[src/rtl/core/utf8_char_decoder_top_assert.svh]
// Assertion macros shared by the decoder RTL.
`ifndef UTF8_CHAR_DECODER_TOP_ASSERT_SVH
`define UTF8_CHAR_DECODER_TOP_ASSERT_SVH

// a true at an edge requires c true at the same edge
`define UTF8D_ASSERT_IMPL(label, clk, rst_n, a, c) \
	label: assert property (@(posedge clk) disable iff (!rst_n) (a) |-> (c)) \
		else $error("utf8 decoder assertion failed");

// a true at an edge requires c true at the next edge
`define UTF8D_ASSERT_NEXT(label, clk, rst_n, a, c) \
	label: assert property (@(posedge clk) disable iff (!rst_n) (a) |=> (c)) \
		else $error("utf8 decoder assertion failed");

`endif

[src/rtl/core/utf8d_pkg.sv]
package utf8d_pkg;

	localparam int BYTE_W = 8;
	localparam int CP_W   = 31;
	localparam int CNT_W  = 3;
	localparam int STAT_W = 2;

	localparam logic [STAT_W-1:0] ST_OK       = 2'd0;
	localparam logic [STAT_W-1:0] ST_EOI      = 2'd1;
	localparam logic [STAT_W-1:0] ST_BAD_LEAD = 2'd2;
	localparam logic [STAT_W-1:0] ST_BAD_CONT = 2'd3;

	// one input word
	typedef struct packed {
		logic [BYTE_W-1:0] in_byte;
		logic              end_of_input;
	} in_word_t;

	// one result word
	typedef struct packed {
		logic [CP_W-1:0]   code_point;
		logic [CNT_W-1:0]  byte_count;
		logic [STAT_W-1:0] status;
	} result_t;

endpackage

[src/rtl/core/utf8d_in_reg.sv]
module utf8d_in_reg (
	input  logic               clk,
	input  logic               arst_n,
	input  logic               byte_valid,
	output logic               byte_stall,
	input  utf8d_pkg::in_word_t word_in,
	input  logic               fire,
	output logic               valid_s1,
	output utf8d_pkg::in_word_t word_s1
);
	import utf8d_pkg::*;

	logic valid_q;

	// hold only while the staged word cannot retire
	assign byte_stall = valid_q && !fire;
	assign valid_s1   = valid_q;

	always_ff @(posedge clk or negedge arst_n) begin
		if (!arst_n) begin
			valid_q <= 1'b0;
		end else if (!byte_stall) begin
			valid_q <= byte_valid;
		end
	end

	always_ff @(posedge clk) begin
		if (byte_valid && !byte_stall) begin
			word_s1 <= word_in;
		end
	end

endmodule

[src/rtl/core/utf8d_decode.sv]
module utf8d_decode (
	input  logic                clk,
	input  logic                arst_n,
	input  utf8d_pkg::in_word_t word_s1,
	input  logic                fire,
	output logic                has_result,
	output utf8d_pkg::result_t  result
);
	import utf8d_pkg::*;

	`include "utf8_char_decoder_top_assert.svh"

	logic [CNT_W-1:0] remaining_q, remaining_d;
	logic [CP_W-1:0]  partial_q, partial_d;
	logic [CNT_W-1:0] length_q, length_d;
	logic [CP_W-1:0]  shifted;
	logic [BYTE_W-1:0] b;
	logic             eoi;

	assign b       = word_s1.in_byte;
	assign eoi     = word_s1.end_of_input;
	assign shifted = {partial_q[CP_W-7:0], b[5:0]};

	always_comb begin
		remaining_d = remaining_q;
		partial_d   = partial_q;
		length_d    = length_q;
		has_result  = 1'b0;
		result      = '0;
		if (remaining_q != '0) begin
			if (eoi || b[7:6] != 2'b10) begin
				// bad or missing continuation: drop the partial character
				has_result    = 1'b1;
				result.status = ST_BAD_CONT;
				remaining_d   = '0;
				partial_d     = '0;
				length_d      = '0;
			end else if (remaining_q == CNT_W'(1)) begin
				has_result        = 1'b1;
				result.code_point = shifted;
				result.byte_count = length_q;
				result.status     = ST_OK;
				remaining_d       = '0;
				partial_d         = '0;
				length_d          = '0;
			end else begin
				partial_d   = shifted;
				remaining_d = remaining_q - CNT_W'(1);
			end
		end else if (eoi) begin
			has_result    = 1'b1;
			result.status = ST_EOI;
		end else if (!b[7]) begin
			has_result        = 1'b1;
			result.code_point = CP_W'(b);
			result.byte_count = CNT_W'(1);
			result.status     = ST_OK;
		end else if (b[7:5] == 3'b110) begin
			partial_d   = CP_W'(b[4:0]);
			length_d    = CNT_W'(2);
			remaining_d = CNT_W'(1);
		end else if (b[7:4] == 4'b1110) begin
			partial_d   = CP_W'(b[3:0]);
			length_d    = CNT_W'(3);
			remaining_d = CNT_W'(2);
		end else if (b[7:3] == 5'b11110) begin
			partial_d   = CP_W'(b[2:0]);
			length_d    = CNT_W'(4);
			remaining_d = CNT_W'(3);
		end else if (b[7:2] == 6'b111110) begin
			partial_d   = CP_W'(b[1:0]);
			length_d    = CNT_W'(5);
			remaining_d = CNT_W'(4);
		end else if (b[7:1] == 7'b1111110) begin
			partial_d   = CP_W'(b[0]);
			length_d    = CNT_W'(6);
			remaining_d = CNT_W'(5);
		end else begin
			// stray continuation byte, 0xFE or 0xFF
			has_result    = 1'b1;
			result.status = ST_BAD_LEAD;
		end
	end

	always_ff @(posedge clk or negedge arst_n) begin
		if (!arst_n) begin
			remaining_q <= '0;
			partial_q   <= '0;
			length_q    <= '0;
		end else if (fire) begin
			remaining_q <= remaining_d;
			partial_q   <= partial_d;
			length_q    <= length_d;
		end
	end

	`UTF8D_ASSERT_IMPL(a_rem_below_len, clk, arst_n, remaining_q != '0,
		remaining_q < length_q && length_q >= CNT_W'(2))
	`UTF8D_ASSERT_IMPL(a_idle_clear, clk, arst_n, remaining_q == '0,
		partial_q == '0 && length_q == '0)

endmodule

[src/rtl/core/utf8d_out_reg.sv]
module utf8d_out_reg (
	input  logic               clk,
	input  logic               arst_n,
	input  logic               load,
	input  utf8d_pkg::result_t result,
	output logic               out_free,
	output logic               char_valid,
	input  logic               char_stall,
	output utf8d_pkg::result_t result_q
);
	import utf8d_pkg::*;

	logic valid_q;

	assign out_free   = !valid_q || !char_stall;
	assign char_valid = valid_q;

	always_ff @(posedge clk or negedge arst_n) begin
		if (!arst_n) begin
			valid_q <= 1'b0;
		end else if (out_free) begin
			valid_q <= load;
		end
	end

	always_ff @(posedge clk) begin
		if (load && out_free) begin
			result_q <= result;
		end
	end

endmodule

[src/rtl/core/utf8_char_decoder_top.sv]
// UTF-8 decoder for the original scheme: sequences of one to six bytes and
// code points of up to 31 bits, with no overlong or surrogate check. One
// byte word (or an end-of-input mark) is taken per clock, back to back, while
// byte_stall is low; a result word passes through the input register and then
// the result register. Lead and middle continuation bytes give no result.
// Results: status 0 with the code point and its byte count, 1 for end of
// input between characters, 2 for a bad lead byte (dropped), 3 for a bad or
// missing continuation byte (consumed, partial char dropped). Throughput is
// one word per cycle while byte_stall is low; a stalled result holds back
// only words that would produce another result, while one further byte can
// wait in the input register.
module utf8_char_decoder_top (
	input  logic        clk,
	input  logic        arst_n,
	input  logic        byte_valid,
	output logic        byte_stall,
	input  logic [7:0]  in_byte,
	input  logic        end_of_input,
	output logic        char_valid,
	input  logic        char_stall,
	output logic [30:0] code_point,
	output logic [2:0]  byte_count,
	output logic [1:0]  status
);
	import utf8d_pkg::*;

	`include "utf8_char_decoder_top_assert.svh"

	in_word_t word_in, word_s1;
	result_t  result, result_q;
	logic     valid_s1, fire, has_result, out_free;

	assign word_in.in_byte      = in_byte;
	assign word_in.end_of_input = end_of_input;

	// staged word retires unless it has a result and the output is full
	assign fire = valid_s1 && (!has_result || out_free);

	utf8d_in_reg u_in_reg (
		.clk        (clk),
		.arst_n     (arst_n),
		.byte_valid (byte_valid),
		.byte_stall (byte_stall),
		.word_in    (word_in),
		.fire       (fire),
		.valid_s1   (valid_s1),
		.word_s1    (word_s1)
	);

	utf8d_decode u_decode (
		.clk        (clk),
		.arst_n     (arst_n),
		.word_s1    (word_s1),
		.fire       (fire),
		.has_result (has_result),
		.result     (result)
	);

	utf8d_out_reg u_out_reg (
		.clk        (clk),
		.arst_n     (arst_n),
		.load       (fire && has_result),
		.result     (result),
		.out_free   (out_free),
		.char_valid (char_valid),
		.char_stall (char_stall),
		.result_q   (result_q)
	);

	assign code_point = result_q.code_point;
	assign byte_count = result_q.byte_count;
	assign status     = result_q.status;

	`UTF8D_ASSERT_IMPL(a_ok_has_count, clk, arst_n, char_valid && status == ST_OK,
		byte_count != '0 && byte_count <= CNT_W'(6))
	`UTF8D_ASSERT_IMPL(a_err_zero, clk, arst_n, char_valid && status != ST_OK,
		code_point == '0 && byte_count == '0)
	`UTF8D_ASSERT_IMPL(a_ascii_range, clk, arst_n,
		char_valid && status == ST_OK && byte_count == CNT_W'(1), code_point[30:7] == '0)
	`UTF8D_ASSERT_NEXT(a_result_lands, clk, arst_n, fire && has_result, char_valid)

endmodule

[config.mk]
export PLATFORM = sky130hd
export DESIGN_NAME = utf8_char_decoder_top
export DESIGN_NICKNAME = d
export VERILOG_FILES = /design/src/rtl/core/utf8d_pkg.sv /design/src/rtl/core/utf8d_in_reg.sv /design/src/rtl/core/utf8d_decode.sv /design/src/rtl/core/utf8d_out_reg.sv /design/src/rtl/core/utf8_char_decoder_top.sv
export VERILOG_INCLUDE_DIRS = /design/src /design/src/rtl/core
export SDC_FILE = /design/constraint.sdc
export NUM_CORES = 1
export LEC_CHECK = 0
export ABC_AREA = 0
export BUFFER_PORTS_ARGS = -buffer_cell sky130_fd_sc_hd__buf_4
export CORE_ASPECT_RATIO = 0.9
export CORE_UTILIZATION = 32
export DETAILED_ROUTE_END_ITERATION = 8
export PLACE_DENSITY = 0.55
export RECOVER_POWER = 100
export SYNTH_ARGS = -nofsm -noshare
export SYNTH_HDL_FRONTEND = slang
export SYNTH_SLANG_ARGS = --single-unit
[constraint.sdc]
create_clock -name clk -period 8.9 [get_ports clk]
set_input_delay 1.78 -clock clk [delete_from_list [all_inputs] [get_ports clk]]
set_output_delay 1.78 -clock clk [all_outputs]
set_load 0.05 [all_outputs]
==> qor.csv, run 1 <==
metric,value,unit
seq_power_share,39.4,%
cts_num_sinks,78,
synth.cells.most_frequent,"edfxtp_1, dfrtp_1, and2_1",
die_ht,98.9,um
postCtsResizedCells,0,
detailed_routed_wire_length_on_met3,325,um
io_buffer_count,50,
setup_total_negative_slack,0,ps
post_synth_instance_area,0.00334,sq mm
power.share.clock,31.8,%
outcome,"complete, but fails checks",
finish.instance_area,0.00398,sq mm
syn_to_final_growth,19.3,%
routed.top_layer,met4,
vdd.ir_drop.worst,0.125,mV
ys_top_cells_by_area,"edfxtp_1, dfrtp_1, mux2i_1, and2_1, mux2_2",
power_density_over_cell_area,314,mW/mm^2
first_global_vias,1934,
postSynth.topFlopCell,edfxtp_1,
achievable-frequency,209,MHz
maximum_clock_path_buffer_count,2,
grt_first_pass_wirelength,9.78,mm
via_per_inst,4.58,
die-width,110,um
setup_crit_end_kind,register,
worstPathRequired,9110,ps
routed_wirelength,5.97,mm
ys_ff_latch,78,
rsz0062_at_grt,false,
die_area,0.0108,sq mm
cp_cell_sequence,clkbuf_1 -> nand2_1 -> o22ai_1 -> a21oi_1 -> mux2_2,
net_switching_fraction_of_the_power,35.0,%
hold_path.class,register to register,
clk-insertion-delay-late,330,ps
cp_slowest_stage_delay,2300,ps
clk_slew_on_worst_s_h_paths,60,ps
placedCellCount,424,
synth_async_sr_flop_share,42.3,%
slew_at_the_pin_with_the_worst_max_slew_slack,3250,ps
synth_enable_flop_cells,45,
initial_utilization,33.7,%
detailedRoute.firstIterationViolations,99,
final.period_utilization,53.7,%
timing.slew.headroom,-117,%
failed_checks,"capacitance limit, slew limit",
design.portCount,51,
maxcap_violations,3,
total_leakage_power,0.00155,uW
yosys.area.top_type,edfxtp_1,
ctsHoldBuffers,0,
comb_power_share,28.8,%
netSwitchingPower,438,uW
grt_antenna_before_repair,0,
hpwlAfterDp,3.98,mm
synth_area_per_cell,13.0,sq um
number_of_distinct_standard_cells_referenced_by_the_synthesized_netlist,40,
cts_root_buffer,clkbuf_16,
cp_max_fo,28,
grt-ovfl-total,0,
timing.final.max_slew_violations,100,
core_region_area,0.00991,sq mm
drt-pass1-iter-count,4,
cp.arrival,4990,ps
timing.final.hold_violations,0,
critical_path.slowest_cell,a21oi_1,
route.met2.wl,2.72,mm
synth-seq-area-share,65.2,%
syn-num-nets,272,
number_of_nets_in_the_final_layout,325,
finalNonFillerCells,440,
antenna_cells,0,
cp_top_family,compound AO/OA/AOI/OAI gates,
finalWeightedCongestion,0.850,
wire_per_inst,13.6,um
p_int,813,uW
htree_num_levels,3,
drive_gt1_share,11.1,%
detail_route.drc_violations,0,
detail-route-antenna-nets,0,
placement.cell_area,0.00383,sq mm
grt_start_max_net_pins,37,
synth_most_common_cell,edfxtp_1,
setup-violations-final,0,
criticalPathCategory,input port to register,
critical_path_buf_inv_count,1,
grtUsageTotal,12.0,%
netlist_instances,256,
cts_inserted_buffers,9,
tritoncts,yes,
area_share_of_the_largest_cell_type_after_synthesis,40.5,%
period_minus_slack,4780,ps
synth.yosys.warnings,0,
worst_setup_path_start_kind,input port,
row_count,34,
final.fill_count,965,
postCtsSetupBuffers,0,
dr_total_vias,2014,
clock_skew,4.26,ps
met1Wirelength,2.87,mm
[cells by family after synthesis]
family	synth area share, %
simple gates	13.5
fa+ha+maj	1.12
buf+inv	4.61
mux	8.44
compound gates	7.05
flops	65.2
[placed cells by master (no fill, tap or decap), types with 7 or more instances in the layout]
cell,count
edfxtp_1,45
and2_1,9
and2_0,18
dfrtp_1,33
clkbuf_1,41
nand2_1,21
nor2_1,7
clkbuf_4,9
mux2i_1,18
mux2_2,8
a21oi_1,8
clkbuf_16,9
inv_1,23
nor2b_1,7
[flip-flops by register name, summed over array words and instances, names as in the netlist]
| name | count |
|---|---|
| u_decode.remaining_q | 3 |
| u_in_reg.word_s1 | 9 |
| u_out_reg.result_q | 36 |
| u_decode.length_q | 3 |
| u_decode.partial_q | 25 |
| u_out_reg.char_valid | 1 |
| u_in_reg.valid_s1 | 1 |
[power by group through the flow]
| stage | Sequential [uW] | Combinational, uW | Clock, uW |
|---|---|---|---|
| after floorplan | 600 | 195 | 0 |
| after global placement | 498 | 393 | 0 |
| after detailed placement | 500 | 391 | 0 |
| after CTS | 493 | 392 | 408 |
| after global routing | 502 | 390 | 425 |
| final | 493 | 360 | 399 |
[layer usage]
layer / vias up / track usage, %
met4: 0 / 3.69
met2: 58 / 18.0
met5: - / 0
met1: 950 / 16.1
met3: 5 / 4.50
li1: 1001 / -
[cell type report]
| class | count | area [sq um] | area share (%) |
|---|---|---|---|
| Clock buffer | 9 | 225 | 5.66 |
| Sequential cell | 78 | 2180 | 54.7 |
| Tap cell | 126 | 158 | 3.96 |
| Clock inverter | 7 | 103 | 2.58 |
| Inverter | 23 | 86.3 | 2.17 |
| Multi-Input combinational cell | 146 | 1000 | 25.2 |
| Timing Repair Buffer | 51 | 229 | 5.75 |
[worst paths after layout]
path	startpoint	to	slack, ps	cells past startpoint
min in group asynchronous	arst_n	u_decode.partial_q[14]	1960	1
min reg2reg	u_decode.length_q[2]	u_decode.length_q[2]	500	1
max in group asynchronous	arst_n	u_decode.partial_q[1]	5870	1
min	u_decode.length_q[2]	u_decode.length_q[2]	500	1
max	char_stall	u_decode.partial_q[24]	4120	5
max reg2reg	u_decode.remaining_q[0]	u_out_reg.result_q[25]	4570	6
[per-stage QoR]
stage / hold WS [ps] / setup WS (ps) / util, % / power [uW]
3_3_place_gp: 456 / 4770 / 38.7 / 891
4_1_cts: 501 / 4740 / 42.0 / 1290
5_1_grt: 514 / 3860 / 40.2 / 1320
3_5_place_dp: 487 / 4750 / 38.7 / 892
6_report: 496 / 4120 / 40.2 / 1250
2_1_floorplan: 441 / 4540 / - / 795
No activity file was read; power rests on OpenSTA's default activity.
==> run 2: changes to the inputs <==
--- a/config.mk
+++ b/config.mk
@@ -11,7 +11,7 @@
 export CORE_ASPECT_RATIO = 0.9
 export CORE_UTILIZATION = 32
 export DETAILED_ROUTE_END_ITERATION = 8
-export PLACE_DENSITY = 0.55
+export PLACE_DENSITY = 0.57
 export RECOVER_POWER = 100
 export SYNTH_ARGS = -nofsm -noshare
 export SYNTH_HDL_FRONTEND = slang
==> constraint.sdc (replaced) <==
create_clock -name clk -period 3.8 [get_ports clk]
set_input_delay 0.76 -clock clk [delete_from_list [all_inputs] [get_ports clk]]
set_output_delay 0.76 -clock clk [all_outputs]
set_load 0.05 [all_outputs]
==> qor.csv, run 2 (synthesized netlist as in run 1, its figures left out) <==
metric,value,unit
via_per_inst,4.57,
largest_register_ffs,36,
tritoncts,yes,
detailedRoute.firstIterationViolations,91,
multi_input_gate_area_in_the_final_layout,0.00102,sq mm
syn_to_final_growth,18.9,%
dr_total_vias,2025,
worst_setup_path_start_kind,register,
setup-violations-final,0,
hpwlAfterDp,4.22,mm
first_global_vias,2046,
setup_total_negative_slack,0,ps
rsz0062_at_grt,false,
finalWeightedCongestion,0.916,
grt_antenna_before_repair,0,
cts_root_buffer,clkbuf_16,
grt-ovfl-total,0,
row_count,34,
cp_cell_sequence,inv_1 -> ha_1 -> o21bai_1 -> nand2_1 -> nand3_1 -> nor2_1 -> clkbuf_1,
io_buffer_count,50,
detail_route.drc_violations,0,
final.fill_count,989,
final_common_cell,edfxtp_1,
clk-insertion-delay-late,330,ps
cp.arrival,2390,ps
largest_register,u_out_reg.result_q,
core_region_area,0.00991,sq mm
cp_slowest_stage_delay,480,ps
period_minus_slack,3150,ps
critical_path.slowest_cell,clkbuf_1,
design.portCount,51,
power_density_over_cell_area,708,mW/mm^2
placedCellCount,427,
total_leakage_power,0.00154,uW
regArea,0.00218,sq mm
p_total,2810,uW
maxcap_violations,2,
number_of_nets_in_the_final_layout,328,
criticalPathCategory,register to output port,
die-width,110,um
ctsHoldBuffers,0,
postCtsSetupBuffers,0,
achievable-frequency,317,MHz
timing.slew.headroom,-19.5,%
routed_wirelength,6.21,mm
cp_top_family,simple AND/OR/NAND/NOR gates,
finalNonFillerCells,443,
htree_num_levels,3,
hold_path.class,register to register,
grt_start_max_net_pins,34,
drt-pass1-iter-count,4,
final.period_utilization,83.0,%
timing.final.max_slew_violations,47,
setup_crit_end_kind,output port,
vdd.ir_drop.worst,0.279,mV
initial_utilization,33.7,%
wire_per_inst,14.0,um
clk_slew_on_worst_s_h_paths,60,ps
outcome,"complete, but fails checks",
cts_inserted_buffers,9,
failed_checks,"capacitance limit, slew limit",
cp_max_fo,9,
detail-route-antenna-nets,0,
grt_first_pass_wirelength,10.4,mm
most_used_cells_in_the_layout_excluding_fill_and_tap_cells,"edfxtp_1, clkbuf_1, dfrtp_1",
postCtsResizedCells,0,
antenna_cells,0,
maximum_clock_path_buffer_count,2,
leading_registers_by_flop_count,"u_out_reg.result_q: 36 flops, u_decode.partial_q: 25 flops, u_in_reg.word_s1: 9 flops",
drive_gt1_share,12.3,%
clock_skew,6.28,ps
critical_path_buf_inv_count,2,
grtUsageTotal,12.8,%
cts_num_sinks,78,
worstPathRequired,3040,ps
die_ht,98.9,um
die_area,0.0108,sq mm
slew_at_the_pin_with_the_worst_max_slew_slack,1790,ps
timing.final.hold_violations,0,
==> run 2: cell types whose count changed in the layout (fill, tap and decap cells not counted), moves of 2 or more <==
| cell | change |
|---|---|
| a21oi_1 | -2 |
| and2_0 | -8 |
| and2_1 | +8 |
| bufinv_16 | -2 |
| clkbuf_2 | +2 |
| clkinvlp_4 | +2 |
==> run 2: per-layer routing <==
| layer | wire length (um) | vias up | GRT usage, % | part of all wire (%) |
|---|---|---|---|---|
| li1 | - | 1008 | - | - |
| met1 | 3030 | 965 | 17.9 | 49 |
| met2 | 2840 | 46 | 19.2 | 46 |
| met3 | 282 | 6 | 4.30 | 4.5 |
| met4 | 55 | 0 | 3.08 | 0.89 |
| met5 | 0 | - | 0 | 0 |
==> run 2: final timing paths <==
kind                                          from                      to  slack [ps]  depth (start not counted)
max                        u_decode.remaining_q[0]              byte_stall         650                          7
min                         u_decode.partial_q[24]  u_decode.partial_q[24]         500                          1
max reg2reg                u_decode.remaining_q[0]  u_decode.partial_q[12]         690                          7
min reg2reg                 u_decode.partial_q[24]  u_decode.partial_q[24]         500                          1
max in group asynchronous                   arst_n   u_decode.partial_q[3]        1860                          1
min in group asynchronous                   arst_n   u_decode.partial_q[7]         910                          1
==> run 2: layout make-up <==
type	instances	area share [%]
Clock buffer	9	5.68
Clock inverter	7	1.42
Inverter	23	2.18
Multi-Input combinational cell	146	25.6
Sequential cell	78	54.9
Tap cell	126	3.97
Timing Repair Buffer	54	6.21
==> run 2: report_power, final <==
part | internal (uW) | total, uW | leakage [uW] | switching, uW
registers | 1070 | 1150 | 0.000890 | 83.9
clock network | 450 | 804 | 0.000132 | 354
logic | 240 | 853 | 0.000521 | 613
==> run 2: through the flow <==
| step | instance area (sq um) | worst slack [ps] | hold slack [ps] | util (%) |
|---|---|---|---|---|
| 6_report | 3970 | 646 | 504 | 40.0 |
| 3_3_place_gp | 3860 | 1190 | 464 | 38.9 |
| 5_1_grt | 3970 | 281 | 522 | 40.0 |
| 4_1_cts | 4140 | 760 | 377 | 41.8 |
| 2_1_floorplan | 3340 | 405 | 441 | - |
| 3_5_place_dp | 3860 | 1130 | 494 | 38.9 |
==> run 3: changes to the inputs <==
==> constraint.sdc (replaced) <==
create_clock -name clk -period 2.65 [get_ports clk]
set_input_delay 0.53 -clock clk [delete_from_list [all_inputs] [get_ports clk]]
set_output_delay 0.53 -clock clk [all_outputs]
set_load 0.05 [all_outputs]
==> qor.csv, run 3 (synthesized netlist as in run 1, its figures left out) <==
metric,value,unit
outcome,"complete, but fails checks",
failed_checks,"capacitance limit, slew limit",
design.portCount,51,
maxcap_violations,1,
slew_at_the_pin_with_the_worst_max_slew_slack,1730,ps
r2r_setup_slack,170,ps
power_density_over_cell_area,1030,mW/mm^2
maximum_clock_path_buffer_count,2,
period_minus_slack,2520,ps
rsz0062_at_grt,false,
finish.instance_area,0.00405,sq mm
leading_registers_by_flop_count,"u_out_reg.result_q: 36 flops, u_decode.partial_q: 25 flops, u_in_reg.word_s1: 9 flops",
routed_wirelength,6.21,mm
detail_route.drc_violations,0,
rr_endpoint,u_decode.partial_q[1],
total_leakage_power,0.00158,uW
clk-insertion-delay-late,330,ps
setup_total_negative_slack,0,ps
worstRegToRegCells,9,
die_ht,98.9,um
drt-pass1-iter-count,5,
timing.final.max_slew_violations,34,
setup-violations-final,0,
placement.cell_area,0.00389,sq mm
clk_slew_on_worst_s_h_paths,60,ps
die-width,110,um
dr_total_vias,2080,
cts_num_sinks,78,
worst_setup_path_start_kind,register,
cts_inserted_buffers,9,
number_of_nets_in_the_final_layout,332,
multi_input_gate_area_in_the_final_layout,0.00103,sq mm
worstPathRequired,2120,ps
largest_register,u_out_reg.result_q,
wire_per_inst,13.9,um
detailedRoute.firstIterationViolations,89,
achievable-frequency,398,MHz
core_region_area,0.00991,sq mm
ctsHoldBuffers,0,
tritoncts,yes,
largest_register_ffs,36,
drive_gt1_share,14.6,%
final_core_util,40.9,%
regArea,0.00218,sq mm
worst_r2r_startpoint,u_decode.remaining_q[0],
via_per_inst,4.65,
cts_root_buffer,clkbuf_16,
finalWeightedCongestion,0.925,
hpwlAfterDp,4.07,mm
row_count,34,
final_common_cell,edfxtp_1,
grt_first_pass_wirelength,9.84,mm
grt-ovfl-total,0,
cp.arrival,1990,ps
p_total,4170,uW
grt_antenna_before_repair,0,
vdd.ir_drop.worst,0.433,mV
timing.final.hold_violations,0,
hold_path.class,input port to register,
final.period_utilization,94.9,%
cp-startpoint,u_decode.remaining_q[0],
die_area,0.0108,sq mm
io_buffer_count,50,
syn_to_final_growth,21.5,%
final.fill_count,946,
antenna_cells,0,
clock_skew,3.32,ps
grtUsageTotal,12.3,%
detail-route-antenna-nets,0,
most_used_cells_in_the_layout_excluding_fill_and_tap_cells,"edfxtp_1, clkbuf_1, dfrtp_1",
grt_start_max_net_pins,37,
htree_num_levels,3,
first_global_vias,1885,
initial_utilization,33.7,%
setup.worst_path.end,byte_stall,
criticalPathCategory,register to output port,
setup_crit_end_kind,output port,
timing.slew.headroom,-15.4,%
cp_max_fo,5,
==> run 3: critical path, cell delays in order (launching register included) <==
cell,delay [ps]
dfrtp_1,410
inv_2,80
ha_1,150
or3b_1,370
a211o_1,290
nand3_4,110
nor2_1,50
buf_4,190
==> run 3: repair_timing <==
action	4_1_cts	5_1_grt
setup endpoints to repair	1	1
resized for setup	3	1
setup buffers	2	1
pin swaps	1	1
==> run 3: how the worst min path moves through the flow <==
stage	from	endpoint	slack (ps)	cells past startpoint
floorplan	arst_n	u_decode.length_q[0]	230	0
CTS	arst_n	u_in_reg.valid_s1	140	1
detailed placement	u_decode.length_q[2]	u_decode.length_q[2]	470	1
finish	in_byte[7]	u_in_reg.word_s1[8]	390	1
global placement	u_decode.length_q[2]	u_decode.length_q[2]	460	1
global route	in_byte[7]	u_in_reg.word_s1[8]	370	1
==> run 3: per-layer routing <==
layer / up-vias / GRT usage [%] / share of wire [%]
li1: 1017 / - / -
met1: 974 / 17.0 / 47
met2: 76 / 17.4 / 44
met3: 13 / 3.57 / 6.8
met4: 0 / 6.26 / 2.3
met5: - / 0 / 0
==> run 3: final cells by class <==
cell class                      count  area share, %
Sequential cell                    78           53.7
Tap cell                          126           3.89
Timing Repair Buffer               58           7.28
Clock buffer                        9           5.56
Clock inverter                      7           1.98
Multi-Input combinational cell    146           25.5
Inverter                           23           2.13
==> run 3: metrics by stage <==
stage | hold WS (ps) | instances | setup WS, ps
finish | 390 | 447 | 135
floorplan | 234 | 256 | 49.1
CTS | 139 | 446 | 31.1
detailed placement | 470 | 428 | 194
global route | 373 | 447 | 31.1
global placement | 461 | 428 | 239
==> run 3: report_power, final <==
part	switching, uW	internal (uW)	total (uW)
logic	910	377	1290
registers	116	1530	1640
clock network	503	738	1240
